`src/rtl/core/jpeg_marker_segment_parser_defines.svh`:
```
// Assertion macros for the JPEG marker segment parser
`ifndef JPEG_MARKER_SEGMENT_PARSER_DEFINES_SVH
`define JPEG_MARKER_SEGMENT_PARSER_DEFINES_SVH

`ifndef ASSERT_OFF
`define JMSP_ASSERT_IMPL(label, clk, rst_n, ante, cons) \
    label: assert property (@(posedge clk) disable iff (!rst_n) (ante) |-> (cons)) \
        else $error("assertion failed");
`define JMSP_ASSERT_NEVER(label, clk, rst_n, cond) \
    label: assert property (@(posedge clk) disable iff (!rst_n) !(cond)) \
        else $error("forbidden condition");
`else
`define JMSP_ASSERT_IMPL(label, clk, rst_n, ante, cons)
`define JMSP_ASSERT_NEVER(label, clk, rst_n, cond)
`endif

`endif

```
`src/rtl/core/jmsp_pkg.sv`:
```
// Types and constants shared by the JPEG marker segment parser
package jmsp_pkg;

    typedef enum logic [4:0] {
        M_HUNT     = 5'd0,
        M_MARK     = 5'd1,
        M_COM_HI   = 5'd2,
        M_COM_LO   = 5'd3,
        M_COM_BODY = 5'd4,
        M_DQT_HI   = 5'd5,
        M_DQT_LO   = 5'd6,
        M_DQT_HDR  = 5'd7,
        M_DQT_BODY = 5'd8,
        M_SOF_HI   = 5'd9,
        M_SOF_LO   = 5'd10,
        M_SOF_PREC = 5'd11,
        M_SOF_H_HI = 5'd12,
        M_SOF_H_LO = 5'd13,
        M_SOF_W_HI = 5'd14,
        M_SOF_W_LO = 5'd15,
        M_SOF_NC   = 5'd16,
        M_SOF_COMP = 5'd17,
        M_DHT_HI   = 5'd18,
        M_DHT_LO   = 5'd19,
        M_DHT_HDR  = 5'd20,
        M_DHT_CNT  = 5'd21,
        M_DHT_SYM  = 5'd22,
        M_SOS_HI   = 5'd23,
        M_SOS_LO   = 5'd24,
        M_SOS_NC   = 5'd25,
        M_SOS_COMP = 5'd26,
        M_SOS_SS   = 5'd27,
        M_SOS_SE   = 5'd28,
        M_SOS_A    = 5'd29,
        M_ENTROPY  = 5'd30
    } t_mode;

    typedef enum logic [4:0] {
        K_SOI        = 5'd0,
        K_EOI        = 5'd1,
        K_MARKER     = 5'd2,
        K_COMMENT    = 5'd3,
        K_QT_HDR     = 5'd4,
        K_QT_BYTE    = 5'd5,
        K_PRECISION  = 5'd6,
        K_HEIGHT     = 5'd7,
        K_WIDTH      = 5'd8,
        K_COMP_COUNT = 5'd9,
        K_COMP_ID    = 5'd10,
        K_SAMPLING   = 5'd11,
        K_QT_ID      = 5'd12,
        K_HUFF_HDR   = 5'd13,
        K_CODE_COUNT = 5'd14,
        K_SYMBOL     = 5'd15,
        K_SCAN_LEN   = 5'd16,
        K_SCAN_NC    = 5'd17,
        K_SCAN_ID    = 5'd18,
        K_TABLE_SEL  = 5'd19,
        K_SS         = 5'd20,
        K_SE         = 5'd21,
        K_APPROX     = 5'd22,
        K_ENTROPY    = 5'd23
    } t_kind;

    localparam logic [7:0] MK_PREFIX = 8'hFF;
    localparam logic [7:0] MK_SOI    = 8'hD8;
    localparam logic [7:0] MK_EOI    = 8'hD9;
    localparam logic [7:0] MK_COM    = 8'hFE;
    localparam logic [7:0] MK_DQT    = 8'hDB;
    localparam logic [7:0] MK_SOF0   = 8'hC0;
    localparam logic [7:0] MK_DHT    = 8'hC4;
    localparam logic [7:0] MK_SOS    = 8'hDA;

    localparam logic [7:0] CODE_LENGTHS = 8'd16;

    typedef struct packed {
        logic        valid;
        t_kind       kind;
        logic [15:0] value;
        logic [3:0]  nib_hi;
        logic [3:0]  nib_lo;
        logic [7:0]  index;
    } t_result;

endpackage

```
`src/rtl/core/jpeg_marker_segment_parser.sv`:
```
// Top level of the JPEG marker segment parser
//
// Input channel: one file byte per item on i_data_byte, with i_file_start
// raised on the first byte of a new file to drop back to hunting for a
// marker before that byte is handled. Items move on i_in_valid/o_in_ready.
// Output channel: one tagged field per item on o_field_kind, o_field_value,
// o_nibble_high, o_nibble_low and o_item_index, moved on
// o_out_valid/i_out_ready. A byte yields zero or one field.
// A field is presented in the cycle after its byte is accepted.
// Throughput: one byte per cycle while o_in_ready is high; the parse state updates in the same
// cycle the byte is taken, and one result register sits on the output.
// A byte that yields no field passes without touching the output.
// Stall: while a field waits in the result register and the receiver
// holds i_out_ready low, o_in_ready drops and the waiting field stays put.
// Reset: synchronous, active low; the parser hunts for 0xFF and the
// output register is empty.
module jpeg_marker_segment_parser
    import jmsp_pkg::*;
(
    input  logic        i_clk,
    input  logic        i_rst_n,
    input  logic        i_in_valid,
    output logic        o_in_ready,
    input  logic [7:0]  i_data_byte,
    input  logic        i_file_start,
    output logic        o_out_valid,
    input  logic        i_out_ready,
    output logic [4:0]  o_field_kind,
    output logic [15:0] o_field_value,
    output logic [3:0]  o_nibble_high,
    output logic [3:0]  o_nibble_low,
    output logic [7:0]  o_item_index
);

    t_result step_res;
    t_result out_res;
    logic    accept;

    assign accept = i_in_valid && o_in_ready;

    jmsp_step u_step (
        .i_clk        (i_clk),
        .i_rst_n      (i_rst_n),
        .i_accept     (accept),
        .i_data_byte  (i_data_byte),
        .i_file_start (i_file_start),
        .o_res        (step_res)
    );

    jmsp_out_reg u_out_reg (
        .i_clk       (i_clk),
        .i_rst_n     (i_rst_n),
        .i_in_valid  (i_in_valid),
        .i_res       (step_res),
        .o_in_ready  (o_in_ready),
        .o_out_valid (o_out_valid),
        .i_out_ready (i_out_ready),
        .o_res       (out_res)
    );

    assign o_field_kind  = out_res.kind;
    assign o_field_value = out_res.value;
    assign o_nibble_high = out_res.nib_hi;
    assign o_nibble_low  = out_res.nib_lo;
    assign o_item_index  = out_res.index;

endmodule

```
`src/rtl/core/jmsp_step.sv`:
```
// Parser state registers and the per-byte next-state and field logic
`include "jpeg_marker_segment_parser_defines.svh"

module jmsp_step
    import jmsp_pkg::*;
(
    input  logic       i_clk,
    input  logic       i_rst_n,
    input  logic       i_accept,
    input  logic [7:0] i_data_byte,
    input  logic       i_file_start,
    output t_result    o_res
);

    t_mode       r_mode,       n_mode;
    logic [15:0] r_bytes_left, n_bytes_left;
    logic [11:0] r_sym_total,  n_sym_total;
    logic [7:0]  r_hi_latch,   n_hi_latch;
    logic [7:0]  r_comp_cnt,   n_comp_cnt;
    logic [7:0]  r_comp_tot,   n_comp_tot;
    logic [1:0]  r_sub_pos,    n_sub_pos;

    t_mode       c_mode;
    logic [15:0] c_bytes_left;
    logic [11:0] c_sym_total;
    logic [7:0]  c_hi_latch;
    logic [7:0]  c_comp_cnt;
    logic [7:0]  c_comp_tot;
    logic [1:0]  c_sub_pos;
    logic [15:0] c_word;
    logic [11:0] c_sym_sum;
    logic [7:0]  c_cnt_inc;

    always_comb begin
        c_mode       = i_file_start ? M_HUNT : r_mode;
        c_bytes_left = i_file_start ? 16'd0 : r_bytes_left;
        c_sym_total  = i_file_start ? 12'd0 : r_sym_total;
        c_hi_latch   = i_file_start ? 8'd0 : r_hi_latch;
        c_comp_cnt   = i_file_start ? 8'd0 : r_comp_cnt;
        c_comp_tot   = i_file_start ? 8'd0 : r_comp_tot;
        c_sub_pos    = i_file_start ? 2'd0 : r_sub_pos;
        c_word       = {c_hi_latch, i_data_byte};
        c_sym_sum    = c_sym_total + {4'd0, i_data_byte};
        c_cnt_inc    = c_comp_cnt + 8'd1;
    end

    always_comb begin
        logic split;
        split         = 1'b0;
        n_mode        = c_mode;
        n_bytes_left  = c_bytes_left;
        n_sym_total   = c_sym_total;
        n_hi_latch    = c_hi_latch;
        n_comp_cnt    = c_comp_cnt;
        n_comp_tot    = c_comp_tot;
        n_sub_pos     = c_sub_pos;
        o_res.valid   = 1'b0;
        o_res.kind    = K_SOI;
        o_res.value   = {8'd0, i_data_byte};
        o_res.index   = 8'd0;
        case (c_mode)
            M_HUNT: begin
                if (i_data_byte == MK_PREFIX) begin
                    n_mode = M_MARK;
                end
            end
            M_MARK: begin
                n_mode = M_HUNT;
                case (i_data_byte)
                    MK_SOI: begin
                        o_res.valid = 1'b1;
                        o_res.kind  = K_SOI;
                    end
                    MK_EOI: begin
                        o_res.valid = 1'b1;
                        o_res.kind  = K_EOI;
                    end
                    MK_COM:  n_mode = M_COM_HI;
                    MK_DQT:  n_mode = M_DQT_HI;
                    MK_SOF0: n_mode = M_SOF_HI;
                    MK_DHT:  n_mode = M_DHT_HI;
                    MK_SOS:  n_mode = M_SOS_HI;
                    default: begin
                        o_res.valid = 1'b1;
                        o_res.kind  = K_MARKER;
                    end
                endcase
            end
            M_COM_HI: begin
                n_hi_latch = i_data_byte;
                n_mode     = M_COM_LO;
            end
            M_DQT_HI: begin
                n_hi_latch = i_data_byte;
                n_mode     = M_DQT_LO;
            end
            M_SOF_HI: begin
                n_hi_latch = i_data_byte;
                n_mode     = M_SOF_LO;
            end
            M_DHT_HI: begin
                n_hi_latch = i_data_byte;
                n_mode     = M_DHT_LO;
            end
            M_SOS_HI: begin
                n_hi_latch = i_data_byte;
                n_mode     = M_SOS_LO;
            end
            M_COM_LO: begin
                n_bytes_left = (c_word >= 16'd2) ? c_word - 16'd2 : 16'd0;
                n_mode       = (c_word > 16'd2) ? M_COM_BODY : M_HUNT;
            end
            M_COM_BODY: begin
                n_bytes_left = c_bytes_left - 16'd1;
                if (c_bytes_left == 16'd1) begin
                    n_mode = M_HUNT;
                end
                o_res.valid = 1'b1;
                o_res.kind  = K_COMMENT;
            end
            M_DQT_LO: begin
                n_bytes_left = (c_word >= 16'd3) ? c_word - 16'd3 : 16'd0;
                n_mode       = M_DQT_HDR;
            end
            M_DQT_HDR: begin
                n_mode      = (c_bytes_left != 16'd0) ? M_DQT_BODY : M_HUNT;
                o_res.valid = 1'b1;
                o_res.kind  = K_QT_HDR;
                split       = 1'b1;
            end
            M_DQT_BODY: begin
                n_bytes_left = c_bytes_left - 16'd1;
                if (c_bytes_left == 16'd1) begin
                    n_mode = M_HUNT;
                end
                o_res.valid = 1'b1;
                o_res.kind  = K_QT_BYTE;
            end
            M_SOF_LO: n_mode = M_SOF_PREC;
            M_SOF_PREC: begin
                n_mode      = M_SOF_H_HI;
                o_res.valid = 1'b1;
                o_res.kind  = K_PRECISION;
            end
            M_SOF_H_HI: begin
                n_hi_latch = i_data_byte;
                n_mode     = M_SOF_H_LO;
            end
            M_SOF_H_LO: begin
                n_mode      = M_SOF_W_HI;
                o_res.valid = 1'b1;
                o_res.kind  = K_HEIGHT;
                o_res.value = c_word;
            end
            M_SOF_W_HI: begin
                n_hi_latch = i_data_byte;
                n_mode     = M_SOF_W_LO;
            end
            M_SOF_W_LO: begin
                n_mode      = M_SOF_NC;
                o_res.valid = 1'b1;
                o_res.kind  = K_WIDTH;
                o_res.value = c_word;
            end
            M_SOF_NC: begin
                n_comp_tot  = i_data_byte;
                n_comp_cnt  = 8'd0;
                n_sub_pos   = 2'd0;
                n_mode      = (i_data_byte != 8'd0) ? M_SOF_COMP : M_HUNT;
                o_res.valid = 1'b1;
                o_res.kind  = K_COMP_COUNT;
            end
            M_SOF_COMP: begin
                o_res.valid = 1'b1;
                o_res.index = c_comp_cnt;
                if (c_sub_pos == 2'd0) begin
                    n_sub_pos  = 2'd1;
                    o_res.kind = K_COMP_ID;
                end else if (c_sub_pos == 2'd1) begin
                    n_sub_pos  = 2'd2;
                    o_res.kind = K_SAMPLING;
                    split      = 1'b1;
                end else begin
                    n_sub_pos  = 2'd0;
                    n_comp_cnt = c_cnt_inc;
                    if (c_cnt_inc == c_comp_tot) begin
                        n_mode = M_HUNT;
                    end
                    o_res.kind = K_QT_ID;
                end
            end
            M_DHT_LO: n_mode = M_DHT_HDR;
            M_DHT_HDR: begin
                n_comp_cnt  = 8'd0;
                n_sym_total = 12'd0;
                n_mode      = M_DHT_CNT;
                o_res.valid = 1'b1;
                o_res.kind  = K_HUFF_HDR;
                split       = 1'b1;
            end
            M_DHT_CNT: begin
                n_sym_total = c_sym_sum;
                n_comp_cnt  = c_cnt_inc;
                if (c_cnt_inc >= CODE_LENGTHS) begin
                    n_mode = (c_sym_sum != 12'd0) ? M_DHT_SYM : M_HUNT;
                end
                o_res.valid = 1'b1;
                o_res.kind  = K_CODE_COUNT;
                o_res.index = c_cnt_inc;
            end
            M_DHT_SYM: begin
                n_sym_total = c_sym_total - 12'd1;
                if (c_sym_total == 12'd1) begin
                    n_mode = M_HUNT;
                end
                o_res.valid = 1'b1;
                o_res.kind  = K_SYMBOL;
            end
            M_SOS_LO: begin
                n_mode      = M_SOS_NC;
                o_res.valid = 1'b1;
                o_res.kind  = K_SCAN_LEN;
                o_res.value = c_word;
            end
            M_SOS_NC: begin
                n_comp_tot  = i_data_byte;
                n_comp_cnt  = 8'd0;
                n_sub_pos   = 2'd0;
                n_mode      = (i_data_byte != 8'd0) ? M_SOS_COMP : M_SOS_SS;
                o_res.valid = 1'b1;
                o_res.kind  = K_SCAN_NC;
            end
            M_SOS_COMP: begin
                o_res.valid = 1'b1;
                o_res.index = c_comp_cnt;
                if (c_sub_pos == 2'd0) begin
                    n_sub_pos  = 2'd1;
                    o_res.kind = K_SCAN_ID;
                end else begin
                    n_sub_pos  = 2'd0;
                    n_comp_cnt = c_cnt_inc;
                    if (c_cnt_inc == c_comp_tot) begin
                        n_mode = M_SOS_SS;
                    end
                    o_res.kind = K_TABLE_SEL;
                    split      = 1'b1;
                end
            end
            M_SOS_SS: begin
                n_mode      = M_SOS_SE;
                o_res.valid = 1'b1;
                o_res.kind  = K_SS;
            end
            M_SOS_SE: begin
                n_mode      = M_SOS_A;
                o_res.valid = 1'b1;
                o_res.kind  = K_SE;
            end
            M_SOS_A: begin
                n_mode      = M_ENTROPY;
                o_res.valid = 1'b1;
                o_res.kind  = K_APPROX;
                split       = 1'b1;
            end
            M_ENTROPY: begin
                o_res.valid = 1'b1;
                o_res.kind  = K_ENTROPY;
            end
            default: n_mode = M_HUNT;
        endcase
        o_res.nib_hi = split ? i_data_byte[7:4] : 4'd0;
        o_res.nib_lo = split ? i_data_byte[3:0] : 4'd0;
    end

    always_ff @(posedge i_clk) begin
        if (!i_rst_n) begin
            r_mode       <= M_HUNT;
            r_bytes_left <= 16'd0;
            r_sym_total  <= 12'd0;
            r_hi_latch   <= 8'd0;
            r_comp_cnt   <= 8'd0;
            r_comp_tot   <= 8'd0;
            r_sub_pos    <= 2'd0;
        end else if (i_accept) begin
            r_mode       <= n_mode;
            r_bytes_left <= n_bytes_left;
            r_sym_total  <= n_sym_total;
            r_hi_latch   <= n_hi_latch;
            r_comp_cnt   <= n_comp_cnt;
            r_comp_tot   <= n_comp_tot;
            r_sub_pos    <= n_sub_pos;
        end
    end

    `JMSP_ASSERT_IMPL(a_entropy_emits, i_clk, i_rst_n,
        i_accept && !i_file_start && r_mode == M_ENTROPY,
        o_res.valid && o_res.kind == K_ENTROPY)
    `JMSP_ASSERT_NEVER(a_hunt_silent, i_clk, i_rst_n,
        i_accept && (i_file_start || r_mode == M_HUNT) && o_res.valid)
    `JMSP_ASSERT_IMPL(a_nibbles_split_only, i_clk, i_rst_n,
        o_res.valid && !(o_res.kind == K_QT_HDR || o_res.kind == K_SAMPLING ||
            o_res.kind == K_HUFF_HDR || o_res.kind == K_TABLE_SEL ||
            o_res.kind == K_APPROX),
        o_res.nib_hi == 4'd0 && o_res.nib_lo == 4'd0)
    `JMSP_ASSERT_IMPL(a_index_kinds, i_clk, i_rst_n,
        o_res.valid && o_res.index != 8'd0,
        o_res.kind == K_COMP_ID || o_res.kind == K_SAMPLING ||
            o_res.kind == K_QT_ID || o_res.kind == K_CODE_COUNT ||
            o_res.kind == K_SCAN_ID || o_res.kind == K_TABLE_SEL)

endmodule

```
`src/rtl/core/jmsp_out_reg.sv`:
```
// Result register that holds one field item toward the receiver
module jmsp_out_reg
    import jmsp_pkg::*;
(
    input  logic    i_clk,
    input  logic    i_rst_n,
    input  logic    i_in_valid,
    input  t_result i_res,
    output logic    o_in_ready,
    output logic    o_out_valid,
    input  logic    i_out_ready,
    output t_result o_res
);

    logic    r_valid;
    t_result r_res;
    logic    load;

    assign o_in_ready  = !r_valid || i_out_ready;
    assign load        = i_in_valid && o_in_ready;
    assign o_out_valid = r_valid;
    assign o_res       = r_res;

    always_ff @(posedge i_clk) begin
        if (!i_rst_n) begin
            r_valid <= 1'b0;
        end else if (o_in_ready) begin
            r_valid <= load && i_res.valid;
        end
    end

    always_ff @(posedge i_clk) begin
        if (load && i_res.valid) begin
            r_res <= i_res;
        end
    end

endmodule

```
`config.mk`:
```
export PLATFORM = sky130hd
export DESIGN_NAME = jpeg_marker_segment_parser
export DESIGN_NICKNAME = d
export VERILOG_FILES = /design/src/rtl/core/jmsp_pkg.sv /design/src/rtl/core/jpeg_marker_segment_parser.sv /design/src/rtl/core/jmsp_step.sv /design/src/rtl/core/jmsp_out_reg.sv
export VERILOG_INCLUDE_DIRS = /design/src /design/src/rtl/core
export SDC_FILE = /design/constraint.sdc
export NUM_CORES = 1
export LEC_CHECK = 0
export BUFFER_PORTS_ARGS = -buffer_cell sky130_fd_sc_hd__buf_2
export CORE_MARGIN = 2
export CORE_UTILIZATION = 56
export CTS_CLUSTER_DIAMETER = 80
export CTS_CLUSTER_SIZE = 40
export DETAILED_ROUTE_END_ITERATION = 12
export PLACE_DENSITY = 0.78
export SETUP_SLACK_MARGIN = 0.2
export SYNTH_ARGS = -nofsm -noshare
export SYNTH_HDL_FRONTEND = slang
export SYNTH_SLANG_ARGS = --single-unit
```
`constraint.sdc`:
```
create_clock -name i_clk -period 4.4 [get_ports i_clk]
set_clock_uncertainty 0.05 [all_clocks]
set_input_delay 0.44 -clock i_clk [delete_from_list [all_inputs] [get_ports i_clk]]
set_output_delay 0.44 -clock i_clk [all_outputs]
set_load 0.01 [all_outputs]
```
==> results.json <==
{
  "run_status": "finished, final reports clean",
  "io_buffers": 51,
  "critical_path_class": "register to register",
  "netlist_top_cells_count": "nor2_1, a21oi_1, nand2_1, o21ai_0, dfxtp_1",
  "setup_viol": 0,
  "crit_path_start_kind": "register",
  "fp.dieArea_um2": 14200,
  "htreeDepth": 3,
  "yosysMostFrequentCell": "nor2_1",
  "hold_ws_ns": 0.355,
  "slack_of_the_worst_reg_to_reg_path_ns": 0.86,
  "holdBufCountCts": 0,
  "worst_hold_path.endpoint": "u_out_reg.o_out_valid",
  "grt.total_usage_pct": 33.3,
  "hold_class": "input port to register",
  "netlist.top_cell.by_area": "dfxtp_1",
  "cp_max_fo": 6,
  "post_route_drc": 0,
  "detail_route.wl_per_cell_um": 19.7,
  "die_x_um": 119,
  "slew_headroom_pct": 39.9,
  "clock_period_minus_worst_slack_ns": 3.54,
  "synth_seq_cells": 97,
  "grt_ovf": 0,
  "number_of_filler_cells_placed_in_the_layout": 1168,
  "cts_buffer_depth": 2,
  "final.setup.tns_ns": 0,
  "drtIter0Drc": 1169,
  "post_route_worst_setup_slack_ns": 0.864,
  "drt.antenna.violating_nets": 0,
  "cts_num_sinks": 97,
  "core_region_area_um2": 13100,
  "min_period_over_period_pct": 80.4,
  "worst_ir_drop_vdd_mv": 0.264,
  "worstMarginPinSlew_ns": 0.894,
  "powerDensity_nw_per_um2": 256,
  "clock-root-buffer": "clkbuf_16",
  "detail_route.wirelength_um": 23300,
  "leakage_uw": 0.00280,
  "yosys.area.top_type_share_pct": 16.2,
  "post-cts-setup-buffers": 0,
  "vias": 8020,
  "yosysWarnings": 0,
  "dp.final_hpwl_um": 16100,
  "pin_count_of_the_biggest_net_entering_global_routing": 46,
  "globalplace.congestion": 1.00,
  "ys_types": 72,
  "grt_pass1_wl_um": 37800,
  "insertion_delay_ns": 0.38,
  "async_set_or_reset_register_ratio_after_synthesis_pct": 0,
  "final_hold_viol_count": 0,
  "postSynthCellCount": 997,
  "syn_area_um2": 7430,
  "effective_utilization_at_floorplan_pct": 56.8,
  "holdPathStages": 3,
  "drive_gt1_share_pct": 10.5,
  "cp_startpoint": "u_step.r_sym_total[0]",
  "cp_data_required_time_ns": 4.61,
  "worst_r2r_endpoint": "u_step.r_mode[4]",
  "count_of_flip_flops_with_a_built_in_enable_after_synthesis": 37,
  "max_cap_violations": 0,
  "cts.clk_slew.worst_paths_ns": 0.08,
  "rsz_0062_raised_after_global_routing": "no",
  "minimum_setup_slack_after_placement_ns": 0.688,
  "timing_max_transition_violations_final": 0,
  "first_global_vias": 7177,
  "number_of_resized_instances_in_the_post_cts_repair_step": 0,
  "area_growth_pct": 8.82,
  "die_h_um": 119,
  "drt_pre_antenna_iters": 7,
  "postSynth.topFlopCell": "dfxtp_1",
  "pin_count": 52,
  "cts_tree": "yes",
  "routed_via_density": 6.77,
  "worst_r2r_path_depth": 11,
  "timing.fmax_mhz": 283,
  "synth_sequential_area_ratio_pct": 31.1,
  "crit_arrival_ns": 3.75,
  "syn_avg_cell_area_um2": 7.45,
  "rows": 42,
  "grt_antenna_before_repair": 0,
  "startpoint_of_the_most_critical_register_to_register_path": "u_step.r_sym_total[0]",
  "diode_count": 0,
  "critical_path_end_type": "register",
  "worst_hold_startpoint": "i_out_ready",
  "seq_area_um2": 2310,
  "cts_inserted_buffers": 9,
  "syn_nets": 1024,
  "cell_types_with_the_largest_area_share_after_synthesis": "dfxtp_1, edfxtp_1, nor2_1",
  "multi_input_comb_area_um2": 4730,
  "num-nets-final": 1030
}
## layout by cell type, fill, tap and decap left out, types with 15 or more instances in the layout
master / instances
xnor2_1: 27
inv_1: 23
a22oi_1: 27
edfxtp_1: 37
a21oi_1: 85
o22ai_1: 25
and2_1: 15
nand3_1: 23
buf_4: 21
dfxtp_1: 60
nor3_1: 39
a31oi_1: 20
nand2_1: 80
o21ai_0: 74
buf_2: 51
nor2b_1: 17
nand2b_1: 16
nor2_1: 141
## registers in the layout, summed over array words and instances, names as in the netlist
register               cells
u_step.r_comp_cnt          8
u_step.r_comp_tot          8
u_step.r_mode              5
u_step.r_bytes_left       16
u_step.r_hi_latch          8
u_out_reg.o_res           37
u_step.r_sub_pos           2
u_step.r_sym_total        12
u_out_reg.o_out_valid      1
## per-layer routing
| layer | vias to the layer above | track usage (%) | wire (um) |
|---|---|---|---|
| li1 | 3740 | - | - |
| met1 | 3727 | 47.5 | 9970 |
| met2 | 488 | 49.0 | 10100 |
| met3 | 65 | 7.42 | 2530 |
| met4 | 0 | 12.6 | 658 |
| met5 | - | 0 | 0 |
## worst max path at each step
stage / end / depth (start not counted)
after floorplan: u_step.r_mode[4] / 17
after global placement: u_step.r_mode[2] / 12
after detailed placement: u_step.r_mode[4] / 12
after CTS: u_step.r_mode[4] / 11
after global routing: u_step.r_mode[2] / 11
final: u_step.r_mode[4] / 11
## cells by family after synthesis
kind of cell,synth area share [%]
mux,0.135
flops,31.1
compound gates,31.3
simple gates,25.0
buf+inv,5.40
fa+ha+maj,2.49
xor+xnor,4.55
## worst max-delay path, cell delays in order, from the launching register on
cell and delay (ns):
dfxtp_1 0.40, nor2b_1 0.21, ha_1 0.28, ha_1 0.23, a21oi_1 0.09, a2111oi_2 0.50
nor4_1 0.15, or3b_1 0.42, a2111oi_0 0.40, nand4_1 0.21, nor4_1 0.36, o21ai_0 0.13
## cell type report
| type | count | share of cell area (%) |
|---|---|---|
| Multi-Input combinational cell | 798 | 58.5 |
| Sequential cell | 97 | 28.6 |
| Timing Repair Buffer | 73 | 5.35 |
| Clock buffer | 10 | 3.09 |
| Tap cell | 176 | 2.72 |
| Inverter | 24 | 1.11 |
| Clock inverter | 6 | 0.650 |
## metrics by stage
step / cells / instance area, um2 / util, % / total power, uW
final: 1184 / 8090 / 61.8 / 2070
after global routing: 1184 / 8090 / 61.8 / 2140
after CTS: 1184 / 8090 / 61.8 / 2060
after detailed placement: 1168 / 7780 / 59.5 / 1260
after global placement: 1168 / 7780 / 59.5 / 1260
after floorplan: 997 / 7430 / - / 1180
## report_power, final
part / internal, uW / switching (uW) / total (uW)
registers: 941 / 27.8 / 968
logic: 90.8 / 190 / 281
clock network: 429 / 388 / 818
(Power assumes the default switching activity.)
